### src/rtl/assert_macros.svh
// assertion macros, included by the fifo top module
`ifndef ASSERT_MACROS_SVH
`define ASSERT_MACROS_SVH

`ifndef SYNTH

`define SC2A_ASSERT_ALWAYS(label, expr, msg) \
   label: assert property (@(posedge clock) disable iff (reset) (expr)) \
      else $error(msg);

`define SC2A_ASSERT_IMPLY(label, ante, cons, msg) \
   label: assert property (@(posedge clock) disable iff (reset) (ante) |-> (cons)) \
      else $error(msg);

`define SC2A_ASSERT_NEXT(label, ante, cons, msg) \
   label: assert property (@(posedge clock) disable iff (reset) (ante) |=> (cons)) \
      else $error(msg);

`else

`define SC2A_ASSERT_ALWAYS(label, expr, msg)
`define SC2A_ASSERT_IMPLY(label, ante, cons, msg)
`define SC2A_ASSERT_NEXT(label, ante, cons, msg)

`endif

`endif

### src/rtl/sc2a_pkg.sv
// types, constants and the scancode table of the keyboard receive fifo
package sc2a_pkg;

   localparam int DEPTH = 256;
   localparam int PTR_W = $clog2(DEPTH);
   localparam int FILL_W = 8;
   localparam int WIDE_W = (PTR_W > FILL_W) ? PTR_W : FILL_W;
   localparam int CHAR_W = 7;
   localparam int CODE_W = 8;
   localparam int BREAK_BIT = 7;

   localparam logic [PTR_W-1:0] CNT_MAX = PTR_W'(DEPTH - 1);

   localparam logic CMD_PUSH = 1'b0;
   localparam logic CMD_READ = 1'b1;

   localparam logic [CHAR_W-1:0] KEY_ESC = 7'h1B;
   localparam logic [CHAR_W-1:0] KEY_BS  = 7'h08;
   localparam logic [CHAR_W-1:0] KEY_TAB = 7'h09;
   localparam logic [CHAR_W-1:0] KEY_LF  = 7'h0A;
   localparam logic [CHAR_W-1:0] NO_CHAR = 7'h00;

   typedef enum logic {
      ST_IDLE,
      ST_READ
   } state_type;

   typedef struct packed {
      logic              cmd;
      logic [CODE_W-1:0] scan_byte;
   } req_type;

   typedef struct packed {
      logic [CHAR_W-1:0] char_value;
      logic              char_valid;
      logic              stored;
      logic [FILL_W-1:0] fill_level;
   } rsp_type;

   function automatic logic [PTR_W-1:0] ptr_incr(input logic [PTR_W-1:0] ptr);
      return (ptr == CNT_MAX) ? '0 : ptr + 1'b1;
   endfunction

   function automatic logic [FILL_W-1:0] sat_fill(input logic [PTR_W-1:0] cnt);
      logic [WIDE_W-1:0] wide;
      wide = WIDE_W'(cnt);
      return (wide > WIDE_W'(255)) ? {FILL_W{1'b1}} : wide[FILL_W-1:0];
   endfunction

   // set-1 make code to us ascii, zero where unmapped
   function automatic logic [CHAR_W-1:0] us_map(input logic [CHAR_W-1:0] code);
      logic [CHAR_W-1:0] ch;
      case (code)
         7'd1:    ch = KEY_ESC;
         7'd2:    ch = 7'h31;
         7'd3:    ch = 7'h32;
         7'd4:    ch = 7'h33;
         7'd5:    ch = 7'h34;
         7'd6:    ch = 7'h35;
         7'd7:    ch = 7'h36;
         7'd8:    ch = 7'h37;
         7'd9:    ch = 7'h38;
         7'd10:   ch = 7'h39;
         7'd11:   ch = 7'h30;
         7'd12:   ch = 7'h2D;
         7'd13:   ch = 7'h3D;
         7'd14:   ch = KEY_BS;
         7'd15:   ch = KEY_TAB;
         7'd16:   ch = 7'h71;
         7'd17:   ch = 7'h77;
         7'd18:   ch = 7'h65;
         7'd19:   ch = 7'h72;
         7'd20:   ch = 7'h74;
         7'd21:   ch = 7'h79;
         7'd22:   ch = 7'h75;
         7'd23:   ch = 7'h69;
         7'd24:   ch = 7'h6F;
         7'd25:   ch = 7'h70;
         7'd26:   ch = 7'h5B;
         7'd27:   ch = 7'h5D;
         7'd28:   ch = KEY_LF;
         7'd30:   ch = 7'h61;
         7'd31:   ch = 7'h73;
         7'd32:   ch = 7'h64;
         7'd33:   ch = 7'h66;
         7'd34:   ch = 7'h67;
         7'd35:   ch = 7'h68;
         7'd36:   ch = 7'h6A;
         7'd37:   ch = 7'h6B;
         7'd38:   ch = 7'h6C;
         7'd39:   ch = 7'h3B;
         7'd40:   ch = 7'h27;
         7'd41:   ch = 7'h60;
         7'd43:   ch = 7'h5C;
         7'd44:   ch = 7'h7A;
         7'd45:   ch = 7'h78;
         7'd46:   ch = 7'h63;
         7'd47:   ch = 7'h76;
         7'd48:   ch = 7'h62;
         7'd49:   ch = 7'h6E;
         7'd50:   ch = 7'h6D;
         7'd51:   ch = 7'h2C;
         7'd52:   ch = 7'h2E;
         7'd53:   ch = 7'h2F;
         7'd55:   ch = 7'h2A;
         7'd57:   ch = 7'h20;
         7'd74:   ch = 7'h2D;
         7'd78:   ch = 7'h2B;
         default: ch = NO_CHAR;
      endcase
      return ch;
   endfunction

endpackage

### src/rtl/sc2a_ram.sv
// generic single-port-write, registered-read ram for the character store
module sc2a_ram #(
   parameter int DEPTH_P = 256,
   parameter int WIDTH_P = 7,
   parameter int ADDR_W_P = $clog2(DEPTH_P)
) (
   input  logic                clock,
   input  logic                wr_en,
   input  logic [ADDR_W_P-1:0] wr_addr,
   input  logic [WIDTH_P-1:0]  wr_data,
   input  logic                rd_en,
   input  logic [ADDR_W_P-1:0] rd_addr,
   output logic [WIDTH_P-1:0]  rd_data
);

   logic [WIDTH_P-1:0] mem [DEPTH_P];
   logic [WIDTH_P-1:0] rd_data_ff;

   always_ff @(posedge clock) begin
      if (wr_en) begin
         mem[wr_addr] <= wr_data;
      end
   end

   always_ff @(posedge clock) begin
      if (rd_en) begin
         rd_data_ff <= mem[rd_addr];
      end
   end

   assign rd_data = rd_data_ff;

endmodule

### src/rtl/scancode_to_ascii_fifo_top.sv
// keyboard receive fifo: scancode translation, ring buffer control and response register
//
//   channel   ports                          handshake
//   request   start, busy, req_data          accepted when start && !busy
//   response  rsp_strobe, rsp_data           one-cycle strobe, no back-pressure
//
// a push answers in the cycle after acceptance and the block is ready again at once
// a read passes through the registered ram read port: busy is high while the ram data is
// taken into the response, and the response strobes on the cycle after that
// synchronous reset empties the buffer (pointers and count), ram contents are kept
// the receiver cannot stall, every response is shown for exactly one cycle
module scancode_to_ascii_fifo_top (
   input  logic              clock,
   input  logic              reset,
   input  logic              start,
   output logic              busy,
   input  sc2a_pkg::req_type req_data,
   output logic              rsp_strobe,
   output sc2a_pkg::rsp_type rsp_data
);
   import sc2a_pkg::*;

   `include "assert_macros.svh"

   state_type         state_ff, state_in;
   logic [PTR_W-1:0]  wr_ptr_ff, wr_ptr_in;
   logic [PTR_W-1:0]  rd_ptr_ff, rd_ptr_in;
   logic [PTR_W-1:0]  count_ff, count_in;
   rsp_type           rsp_ff, rsp_in;
   logic              strobe_ff, strobe_in;

   logic              accept;
   logic              can_store;
   logic [CHAR_W-1:0] ch;
   logic              mem_we;
   logic              mem_re;
   logic [CHAR_W-1:0] mem_rd_data;

   sc2a_ram #(
      .DEPTH_P (DEPTH),
      .WIDTH_P (CHAR_W),
      .ADDR_W_P(PTR_W)
   ) u_store (
      .clock  (clock),
      .wr_en  (mem_we),
      .wr_addr(wr_ptr_ff),
      .wr_data(ch),
      .rd_en  (mem_re),
      .rd_addr(rd_ptr_ff),
      .rd_data(mem_rd_data)
   );

   assign accept = start && (state_ff == ST_IDLE);
   assign ch     = us_map(req_data.scan_byte[CHAR_W-1:0]);

   always_comb begin
      state_in  = state_ff;
      wr_ptr_in = wr_ptr_ff;
      rd_ptr_in = rd_ptr_ff;
      count_in  = count_ff;
      rsp_in    = rsp_ff;
      strobe_in = 1'b0;
      mem_we    = 1'b0;
      mem_re    = 1'b0;
      can_store = !req_data.scan_byte[BREAK_BIT] && (ch != NO_CHAR) && (count_ff != CNT_MAX);
      case (state_ff)
         ST_IDLE: begin
            if (accept) begin
               if (req_data.cmd == CMD_PUSH) begin
                  if (can_store) begin
                     mem_we    = 1'b1;
                     wr_ptr_in = ptr_incr(wr_ptr_ff);
                     count_in  = count_ff + 1'b1;
                  end
                  rsp_in.char_value = NO_CHAR;
                  rsp_in.char_valid = 1'b0;
                  rsp_in.stored     = can_store;
                  rsp_in.fill_level = sat_fill(count_in);
                  strobe_in         = 1'b1;
               end else begin
                  if (count_ff != '0) begin
                     mem_re    = 1'b1;
                     rd_ptr_in = ptr_incr(rd_ptr_ff);
                     count_in  = count_ff - 1'b1;
                  end
                  rsp_in.char_value = NO_CHAR;
                  rsp_in.char_valid = (count_ff != '0);
                  rsp_in.stored     = 1'b0;
                  rsp_in.fill_level = sat_fill(count_in);
                  state_in          = ST_READ;
               end
            end
         end
         ST_READ: begin
            rsp_in.char_value = rsp_ff.char_valid ? mem_rd_data : NO_CHAR;
            strobe_in         = 1'b1;
            state_in          = ST_IDLE;
         end
         default: begin
            state_in = ST_IDLE;
         end
      endcase
   end

   always_ff @(posedge clock) begin
      if (reset) begin
         state_ff  <= ST_IDLE;
         wr_ptr_ff <= '0;
         rd_ptr_ff <= '0;
         count_ff  <= '0;
         strobe_ff <= 1'b0;
      end else begin
         state_ff  <= state_in;
         wr_ptr_ff <= wr_ptr_in;
         rd_ptr_ff <= rd_ptr_in;
         count_ff  <= count_in;
         strobe_ff <= strobe_in;
      end
   end

   always_ff @(posedge clock) begin
      rsp_ff <= rsp_in;
   end

   assign busy       = (state_ff != ST_IDLE);
   assign rsp_strobe = strobe_ff;
   assign rsp_data   = rsp_ff;

   `SC2A_ASSERT_ALWAYS(a_count_max, count_ff <= CNT_MAX, "fill count beyond capacity")
   `SC2A_ASSERT_IMPLY(a_empty_ptrs, count_ff == '0, wr_ptr_ff == rd_ptr_ff, "empty with pointers apart")
   `SC2A_ASSERT_NEXT(a_read_wait, accept && req_data.cmd == CMD_READ, state_ff == ST_READ && !strobe_ff, "read transaction did not wait for ram")
   `SC2A_ASSERT_IMPLY(a_rsp_kind, rsp_strobe, !(rsp_data.stored && rsp_data.char_valid), "response both stored and popped")
   `SC2A_ASSERT_NEXT(a_read_done, state_ff == ST_READ, state_ff == ST_IDLE && strobe_ff, "read response missing")

endmodule

### config.mk
export PLATFORM = sky130hd
export DESIGN_NAME = scancode_to_ascii_fifo_top
export DESIGN_NICKNAME = d
export VERILOG_FILES = /design/src/rtl/sc2a_pkg.sv /design/src/rtl/sc2a_ram.sv /design/src/rtl/scancode_to_ascii_fifo_top.sv
export VERILOG_INCLUDE_DIRS = /design/src /design/src/rtl
export SDC_FILE = /design/constraint.sdc
export NUM_CORES = 2
export LEC_CHECK = 0
export BUFFER_PORTS_ARGS = -buffer_cell sky130_fd_sc_hd__buf_2
export CORE_ASPECT_RATIO = 1.4
export CORE_MARGIN = 2
export CORE_UTILIZATION = 57
export DETAILED_ROUTE_END_ITERATION = 8
export PLACE_DENSITY_LB_ADDON = 0.15
export SLEW_MARGIN = 5
export SYNTH_ARGS = -nofsm -noshare
export SYNTH_HDL_FRONTEND = slang
export SYNTH_SLANG_ARGS = --single-unit
### constraint.sdc
create_clock -name clock -period 15.9 [get_ports clock]
set_clock_uncertainty 0.05 [all_clocks]
set_input_delay 2.385 -clock clock [delete_from_list [all_inputs] [get_ports clock]]
set_output_delay 2.385 -clock clock [all_outputs]
set_load 0.01 [all_outputs]
==> impl_results.md <==
* Status: complete, no violations
* Seq cells post-synth at between 1500 and 2000
* Final WS setup at between 9 and 10 ns
* Dpl ws at 8.59 ns
* Syn nets at 3400
* Mapped Area at 72700 µm²
* Least-Margin Pin Slew at 1.27 ns
* Ys Warns at 0
* Fraction of layout cells with a size suffix above 1 at 0.261
* Antenna violations before repair at 4
* Worst-path clk slew at 0.06 ns
* DR pass1 iterations at 5
* CP startpoint kind: input port
* Total GRT Usage at 0.257
* Design Area, Final at between 80000 and 90000 µm²
* Final hold vios at 0
* Most Crowded Layer GR: met2
* Max VDD drop at about 130 µV
* Critical Path AT at around 7 ns
* CTS sink cnt at 1842
* Most common cell after layout, fill and taps aside: edfxtp_1
* TritonCTS buffer count at 164
* Max Cap Violations at 0
* Die width at a little over 300 µm
* Post-synth ARST share at 0
* Commonest cells after routing, fill and taps aside: edfxtp_1 (1816), mux4_2 (560), nor2_1 (283)
* Via/cell ratio at 6.57
* Layout net count at approximately 3400
* Number of synthesized flops with an enable pin at 1816
* Cell family with most CP delay: buffers and inverters
* Min cycle time layout at 6.50 ns
* Initial Utilization at 0.573
* Skew-Pair Late Insertion Delay at 0.79 ns
* DIE HEIGHT at 427 µm
* Fmax at 0.154 GHz
* Mean Syn Cell Area at 21.6 µm²
* Ports at 31
* Mapped Cells at 3370
* Synth-to-layout area growth at 10.0%
* GRT met3 Usage at 0.0458
* Crit-path max cell delay at around 0.74 ns
* Pleak at ~0.023 µW
* Slowest-stage cell, CP: or4_4
* Largest net degree at the start of global routing at 183
* First-pass GRT wire length at 241000 µm
* Port bufs at 30
* Max_slew headroom at 0.154
* Resized cells post-CTS at 0
* CP Max Fanout at 78
* Unrepaired setup endpoints after global routing: no
* Core ar. at 127000 µm²
* DRC viols at 0
* Die ar. at 131000 µm²
* Hold_buf cts at 0
* CTS Root Cell: clkbuf_16
* Hpwl dp at 100000 µm
* Pwr dens at 136 nW/µm²
* Placed cell area at about 75000 µm²
* # Post-CTS Setup Buffers at 0
* Vias in the first global route at 35200
* Ys flop type: edfxtp_1
* Met1 Usage GRT at 0.338
* Worst endpoint required time at 16.25 ns
* Fin Setup TNS at 0 ns
* Worst path bufs/invs at 5
* Critical path cell sequence: buf_2, inv_2, ha_1, nor2_1, a311oi_1, o311ai_4, buf_4, or3_4, nor4_2, buf_4, or4_4, buf_4, nor2_1
* Most frequent CP cell: buf_4
* Antenna Nets Post-Route at 0
* Drt total wl at ~160000 µm
* Distinct cell type count after synthesis at 73
* Setup crit end kind: register
* GP Congestion at 0.860
* Final setup vio count at 0
* HP Class: register to register
* Crit Path Class: input port to register
* CTS tree: done
* Drt wl/cell at 31.6 µm
* FP Rows at about 160
* CTS Buffer Depth at 3
* M2 GR Usage at 0.439
* CTS H-tree lvls at 4
* Fin crit share at 0.409
* Initial DRC count at 3390
* Fin. max-slew vios at 0
* Final Util at 0.630
* GRT overflow at 0
* Sequential-to-total area share from yosys stat at 0.757
* Vias at 34200
-- worst paths after layout --
path	to	start	slack, ns	depth (start not counted)
max	u_store.mem[177][1]	req_data[2]	9.40	13
min	wr_ptr_ff[3]	wr_ptr_ff[3]	0.50	1
max reg2reg	u_store.rd_data[5]	rd_ptr_ff[0]	10.62	7
min reg2reg	wr_ptr_ff[3]	wr_ptr_ff[3]	0.50	1
-- registers in the layout (all words and copies together), names as in the netlist --
register	cells
rsp_data	17
u_store.mem	1792
u_store.rd_data	7
busy	1
wr_ptr_ff	8
count_ff	8
rsp_strobe	1
rd_ptr_ff	8
-- logic make-up after synthesis --
kind of cell / share of synthesized area
flip-flops: 0.757
adder cells (fa/ha/maj): 0.00310
AO/OA/AOI/OAI: 0.0167
buffers and inverters: 0.0143
XOR/XNOR: 0.000963
AND/OR/NAND/NOR: 0.0322
multiplexers: 0.176
-- layer usage --
layer / share of wire / wire length [µm] / vias up
li1: - / - / 14200
met1: 0.37 / 61300 / 18200
met2: 0.52 / 85400 / 1526
met3: 0.071 / 11700 / 298
met4: 0.037 / 6070 / 4
met5: 0.00016 / 26 / -
-- report_power, final --
| part | internal [µW] | switching (µW) | leakage (µW) |
|---|---|---|---|
| clock network | 2270 | 1720 | 0.00266 |
| logic | 662 | 745 | 0.00439 |
| registers | 5430 | 45.4 | 0.0162 |
-- stage by stage --
| stage | power, µW | std cells | hold WS [ns] |
|---|---|---|---|
| finish | 10900 | 5200 | 0.502 |
| global route | 11200 | 5200 | 0.529 |
| CTS | 11000 | 5199 | 0.487 |
| detailed placement | 7010 | 4894 | 0.478 |
| global placement | 6980 | 4894 | 0.470 |
| floorplan | 6660 | 3370 | 0.439 |
-- synthesized netlist by cell type, types with 4 or more instances --
cell | count | share of area
or4_1 | 10 | 0.0010
a21oi_1 | 44 | 0.0030
nor4b_1 | 4 | 0.00048
a311oi_1 | 7 | 0.00084
mux4_2 | 560 | 0.17
nand2_1 | 94 | 0.0049
buf_4 | 9 | 0.00093
xor2_1 | 4 | 0.00048
o211ai_1 | 5 | 0.00052
nor2b_1 | 16 | 0.0014
xnor2_1 | 4 | 0.00048
mux2i_1 | 12 | 0.0017
nor2_1 | 284 | 0.015
and2_1 | 4 | 0.00034
or3_1 | 5 | 0.00043
clkbuf_1 | 103 | 0.0053
nor3_1 | 26 | 0.0018
a31oi_1 | 8 | 0.00069
buf_1 | 13 | 0.00067
buf_6 | 4 | 0.00062
edfxtp_1 | 1816 | 0.75
inv_1 | 18 | 0.00093
ha_1 | 18 | 0.0031
a21o_1 | 4 | 0.00041
nand4_1 | 5 | 0.00043
and3_1 | 15 | 0.0013
buf_2 | 77 | 0.0053
o21ai_0 | 18 | 0.0012
o31ai_1 | 5 | 0.00052
a22oi_1 | 47 | 0.0049
dfxtp_1 | 26 | 0.0072
nor3b_1 | 4 | 0.00041
nand3_1 | 18 | 0.0012
nand2b_1 | 16 | 0.0014
a211oi_1 | 5 | 0.00052
mux2_2 | 5 | 0.00077
-- cell type report --
class                   count  area [µm²]
flip-flops and latches   1842       55100
fillers                  8276       47000
multi-input cells        1301       16700
clock buffers             203        4440
well taps                1648        2060
clock inverters           102        1020
repair buffers             83         611
inverters                  20        88.8
diodes                      1        2.50
Note: power is estimated with default switching activity, not from simulation.
